`config.mk`:
```
export PLATFORM = sky130hd
export DESIGN_NAME = vic_ctrl
export DESIGN_NICKNAME = d
export VERILOG_FILES = /design/src/rtl/vic_pkg.sv /design/src/rtl/vic_ctrl.sv
export SDC_FILE = /design/constraint.sdc
export NUM_CORES = 1
export LEC_CHECK = 0
export ABC_AREA = 0
export BUFFER_PORTS_ARGS = -buffer_cell sky130_fd_sc_hd__buf_2
export CORE_AREA = 2 2 39 41
export CTS_CLUSTER_DIAMETER = 40
export DETAILED_ROUTE_END_ITERATION = 6
export DIE_AREA = 0 0 41 43
export PLACE_DENSITY = 0.38
export SLEW_MARGIN = 15
export SYNTH_ARGS = -nofsm -noshare
export SYNTH_HDL_FRONTEND = slang
export SYNTH_SLANG_ARGS = --single-unit
```
`constraint.sdc`:
```
create_clock -name clk_i -period 2.2 [get_ports clk_i]
set_input_delay 0.44 -clock clk_i [delete_from_list [all_inputs] [get_ports clk_i]]
set_output_delay 0.44 -clock clk_i [all_outputs]
set_load 0.1 [all_outputs]
```
`src/rtl/vic_pkg.sv`:
```
// Shared types and constants of the vectored interrupt controller.
`timescale 1ns / 1ps
`default_nettype none
package vic_pkg;

  localparam int CMD_W       = 3;
  localparam int SRC_W       = 8;
  localparam int DATA_W      = 32;
  localparam int BANK_SEL_W  = 2;
  localparam int CFG_INDEX_W = 2;

  typedef enum logic [CMD_W-1:0] {
    CMD_ENABLE  = 3'd0,
    CMD_DISABLE = 3'd1,
    CMD_SETVEC  = 3'd2,
    CMD_RAISE   = 3'd3,
    CMD_LOWER   = 3'd4,
    CMD_ACK     = 3'd5,
    CMD_CLEAR   = 3'd6,
    CMD_STATUS  = 3'd7
  } cmd_e;

  typedef enum logic [1:0] {
    ST_IDLE   = 2'd0,
    ST_EXEC   = 2'd1,
    ST_FINISH = 2'd2
  } ctrl_state_e;

  typedef struct packed {
    logic load;
    logic exec;
    logic finish;
  } ctrl_cmd_t;

endpackage
`default_nettype wire

```
`src/rtl/vic_ctrl.sv`:
```
// Sequencing state machine of the vectored interrupt controller.
`timescale 1ns / 1ps
`default_nettype none
module vic_ctrl (
  input  logic               clk_i,
  input  logic               rst_ni,
  input  logic               in_valid_i,
  output logic               in_stall_o,
  output logic               out_valid_o,
  input  logic               out_stall_i,
  output vic_pkg::ctrl_cmd_t ctrl_o
);

  vic_pkg::ctrl_state_e state_q, state_d;
  logic                 out_valid_q, out_valid_d;
  logic                 out_free;

  assign out_free = !out_valid_q || !out_stall_i;

  always_comb begin
    state_d = state_q;
    unique case (state_q)
      vic_pkg::ST_IDLE: begin
        if (in_valid_i) state_d = vic_pkg::ST_EXEC;
      end
      vic_pkg::ST_EXEC: begin
        state_d = vic_pkg::ST_FINISH;
      end
      vic_pkg::ST_FINISH: begin
        if (out_free) state_d = vic_pkg::ST_IDLE;
      end
      default: begin
        state_d = vic_pkg::ST_IDLE;
      end
    endcase
  end

  always_comb begin
    ctrl_o     = '0;
    in_stall_o = 1'b1;
    unique case (state_q)
      vic_pkg::ST_IDLE: begin
        in_stall_o  = 1'b0;
        ctrl_o.load = in_valid_i;
      end
      vic_pkg::ST_EXEC: begin
        ctrl_o.exec = 1'b1;
      end
      vic_pkg::ST_FINISH: begin
        ctrl_o.finish = out_free;
      end
      default: begin
        in_stall_o = 1'b1;
      end
    endcase
  end

  always_comb begin
    out_valid_d = out_valid_q;
    if (state_q == vic_pkg::ST_FINISH && out_free) begin
      out_valid_d = 1'b1;
    end else if (!out_stall_i) begin
      out_valid_d = 1'b0;
    end
  end

  always_ff @(posedge clk_i or negedge rst_ni) begin
    if (!rst_ni) begin
      state_q     <= vic_pkg::ST_IDLE;
      out_valid_q <= 1'b0;
    end else begin
      state_q     <= state_d;
      out_valid_q <= out_valid_d;
    end
  end

  assign out_valid_o = out_valid_q;

endmodule
`default_nettype wire

```
==> impl_metrics.env <==
export IMPL_ant_nets=0
export IMPL_placed_area_um2=192.7
export IMPL_worstSetupStartpointType="flip-flop"
export IMPL_cp_depth=3
export IMPL_avgRoutedWirePerCell_um=7.238
export IMPL_root_buffer="clkbuf_4"
export IMPL_insertedDiodeCount=0
export IMPL_drc=0
export IMPL_routed_via_density=2.976
export IMPL_worst_path_dominant_cell_family="buffers and inverters"
export IMPL_ys_warnings_count=0
export IMPL_finalCritPeriodShare_pct=83.42
export IMPL_synth_main_ff_cell="dfrtp_1"
export IMPL_reg2reg_slack_ns=1.38
export IMPL_grt_pass1_wl_um=476
export IMPL_drt_pre_antenna_iters=2
export IMPL_rows=14
export IMPL_hold_viol_final=0
export IMPL_cts_tree="done"
export IMPL_cts_buffers=3
export IMPL_grt_pass1_vias=144
export IMPL_grt_max_degree=4
export IMPL_finalNonFillerCells=42
export IMPL_fin_util_pct=16.55
export IMPL_fp_dieH_um=43
export IMPL_yosysMostFrequentCell="dfrtp_1"
export IMPL_ys_top_cells_by_count="dfrtp_1 (3), buf_4 (2), nand2_1 (2), nor2_1 (2)"
export IMPL_crit_buf_inv=1
export IMPL_io_buffers=8
export IMPL_reg2reg_from="state_q[1]"
export IMPL_slew_violations=0
export IMPL_gp_congestion=0.5284
export IMPL_synthArstFlopShare_pct=100.0
export IMPL_ff2ff_path_depth=2
export IMPL_crit_slowest_cell="buf_2"
export IMPL_drive_gt1_share_pct=46.15
export IMPL_pin_count=9
export IMPL_cp_data_arrival_time_ns=1.40
export IMPL_area_growth_pct=63.39
export IMPL_setup_violations=0
export IMPL_drv_cap=0
export IMPL_nets=31
export IMPL_cts_max_path_buffers=2
export IMPL_status="finished clean"
export IMPL_wl_um=304
export IMPL_syn_inst=15
export IMPL_synth_top_area_share_pct=53.57
export IMPL_r2r_end="state_q[0]"
export IMPL_num_fill_cells=164
export IMPL_post_route_min_period_ns=1.835
export IMPL_multi_input_area_um2=53.80
export IMPL_crit_path_max_fanout=3
export IMPL_insertion_delay_ns=0.23
export IMPL_tns_ns=0
export IMPL_slew_headroom_pct=67.70
export IMPL_crit_type="flip-flop to output pin"
export IMPL_critPathMaxStageDelay_ns=0.43
export IMPL_hold_class="input pin to flip-flop"
export IMPL_post_cts_setup_buffers=0
export IMPL_tightest_slew_ns=0.4878
export IMPL_fp_dieArea_um2=1763
export IMPL_dp_cells=37
export IMPL_synthDistinctLibCells=10
export IMPL_cts_max_level=1
export IMPL_required_ns=1.76
export IMPL_critPathCapture="ctrl_o[2]"
export IMPL_synth_net_count=19
export IMPL_start_util_pct=10.13
export IMPL_synth_area_per_cell_um2=9.342
export IMPL_path_cells="or2_1 -> nor2_4 -> buf_2"
export IMPL_design_area_um2=229.0
export IMPL_hpwl_um=253.6
export IMPL_cp_end_kind="output pin"
export IMPL_synth_cell_area_um2=140.1
export IMPL_core_area_um2=1384
export IMPL_clk_pin_slew_ns=0.03
export IMPL_synth_top_cell_by_area="dfrtp_1"
export IMPL_fin_skew_ns=0.0002389
export IMPL_rsz0062_at_grt="no"
export IMPL_grt_antenna_before_repair=0
export IMPL_clock_sinks=3
export IMPL_cp_startpoint="state_q[1]"
export IMPL_seq_area_um2=75.07
export IMPL_synth_top_cells_by_area="dfrtp_1 (54%), buf_4 (11%), nand2_1 (5.4%), nor2_1 (5.4%), o21bai_1 (5.4%)"
export IMPL_synth_edff_count=0
export IMPL_vias=125
export IMPL_ys_ff_latch=3
export IMPL_drt_first_iter_violations=5
export IMPL_overflow=0
export IMPL_grt_usage_pct=4.724
export IMPL_ys_seq_area_share_pct=53.57
export IMPL_dieWidth_um=41
export IMPL_max_freq_ghz=0.5449
## how the worst min path moves through the flow
stage,from,end,slack [ns],depth (start not counted)
2_1_floorplan,rst_ni,out_valid_o,0.14,0
3_3_place_gp,rst_ni,out_valid_o,0.24,1
3_5_place_dp,rst_ni,out_valid_o,0.24,1
4_1_cts,out_stall_i,out_valid_o,0.44,3
5_1_grt,out_stall_i,out_valid_o,0.45,3
6_report,out_stall_i,out_valid_o,0.45,3
## sequential cells by signal, indices dropped and copies added (netlist names)
name and count:
out_valid_o 1, state_q 2
## final cells by class
cell class	count	share of cell area, %
clock buffers	4	11.48
inverters	1	1.639
multi-input cells	9	23.50
flip-flops and latches	3	32.79
well taps	16	8.743
repair buffers	9	21.86
## stage by stage
step,hold slack [ns],setup slack [ns]
after floorplan,0.1444,0.1326
after global placement,0.2372,0.6092
after detailed placement,0.2404,0.6038
after CTS,0.4449,0.3501
after global routing,0.4516,0.3042
final,0.4530,0.3647
## timing repair
item	CTS	global route
resized for setup	0	0
hold endpoints to repair	3	0
hold buffers	1	0
## per-layer routing
metal  track usage, %  vias up  wire, µm
li1                 -       65         -
met1            4.516       49       163
met2            4.688        9        90
met3            6.283        2        44
met4            4.000        0         4
met5                0        -         0
## cells by family (layout without fill, tap and decap cells)
logic type      Yosys count  after routing  synth area share [%]
simple gates              7              7                 24.12
buf+inv                   3             14                 13.39
compound gates            2              2                 8.927
flops                     3              3                 53.57
## worst reg2reg max path, stage by stage, from the launching register on
cell and delay, ns:
dfrtp_1 0.38, or2_1 0.27, nor2_1 0.10
## cells in the final DEF (no fill, tap or decap)
cell,count
or2_1,1
inv_1,1
nor2_1,1
clkbuf_4,3
dlygate4sd3_1,1
nor2_4,1
o21bai_1,1
nor2b_1,1
nand2_1,2
clkbuf_1,1
buf_2,8
a21oi_1,1
dfrtp_1,3
nand2b_1,1
Power is not shown: default switching activity piles up to over one toggle a cycle in this logic, so the estimate is an artifact.
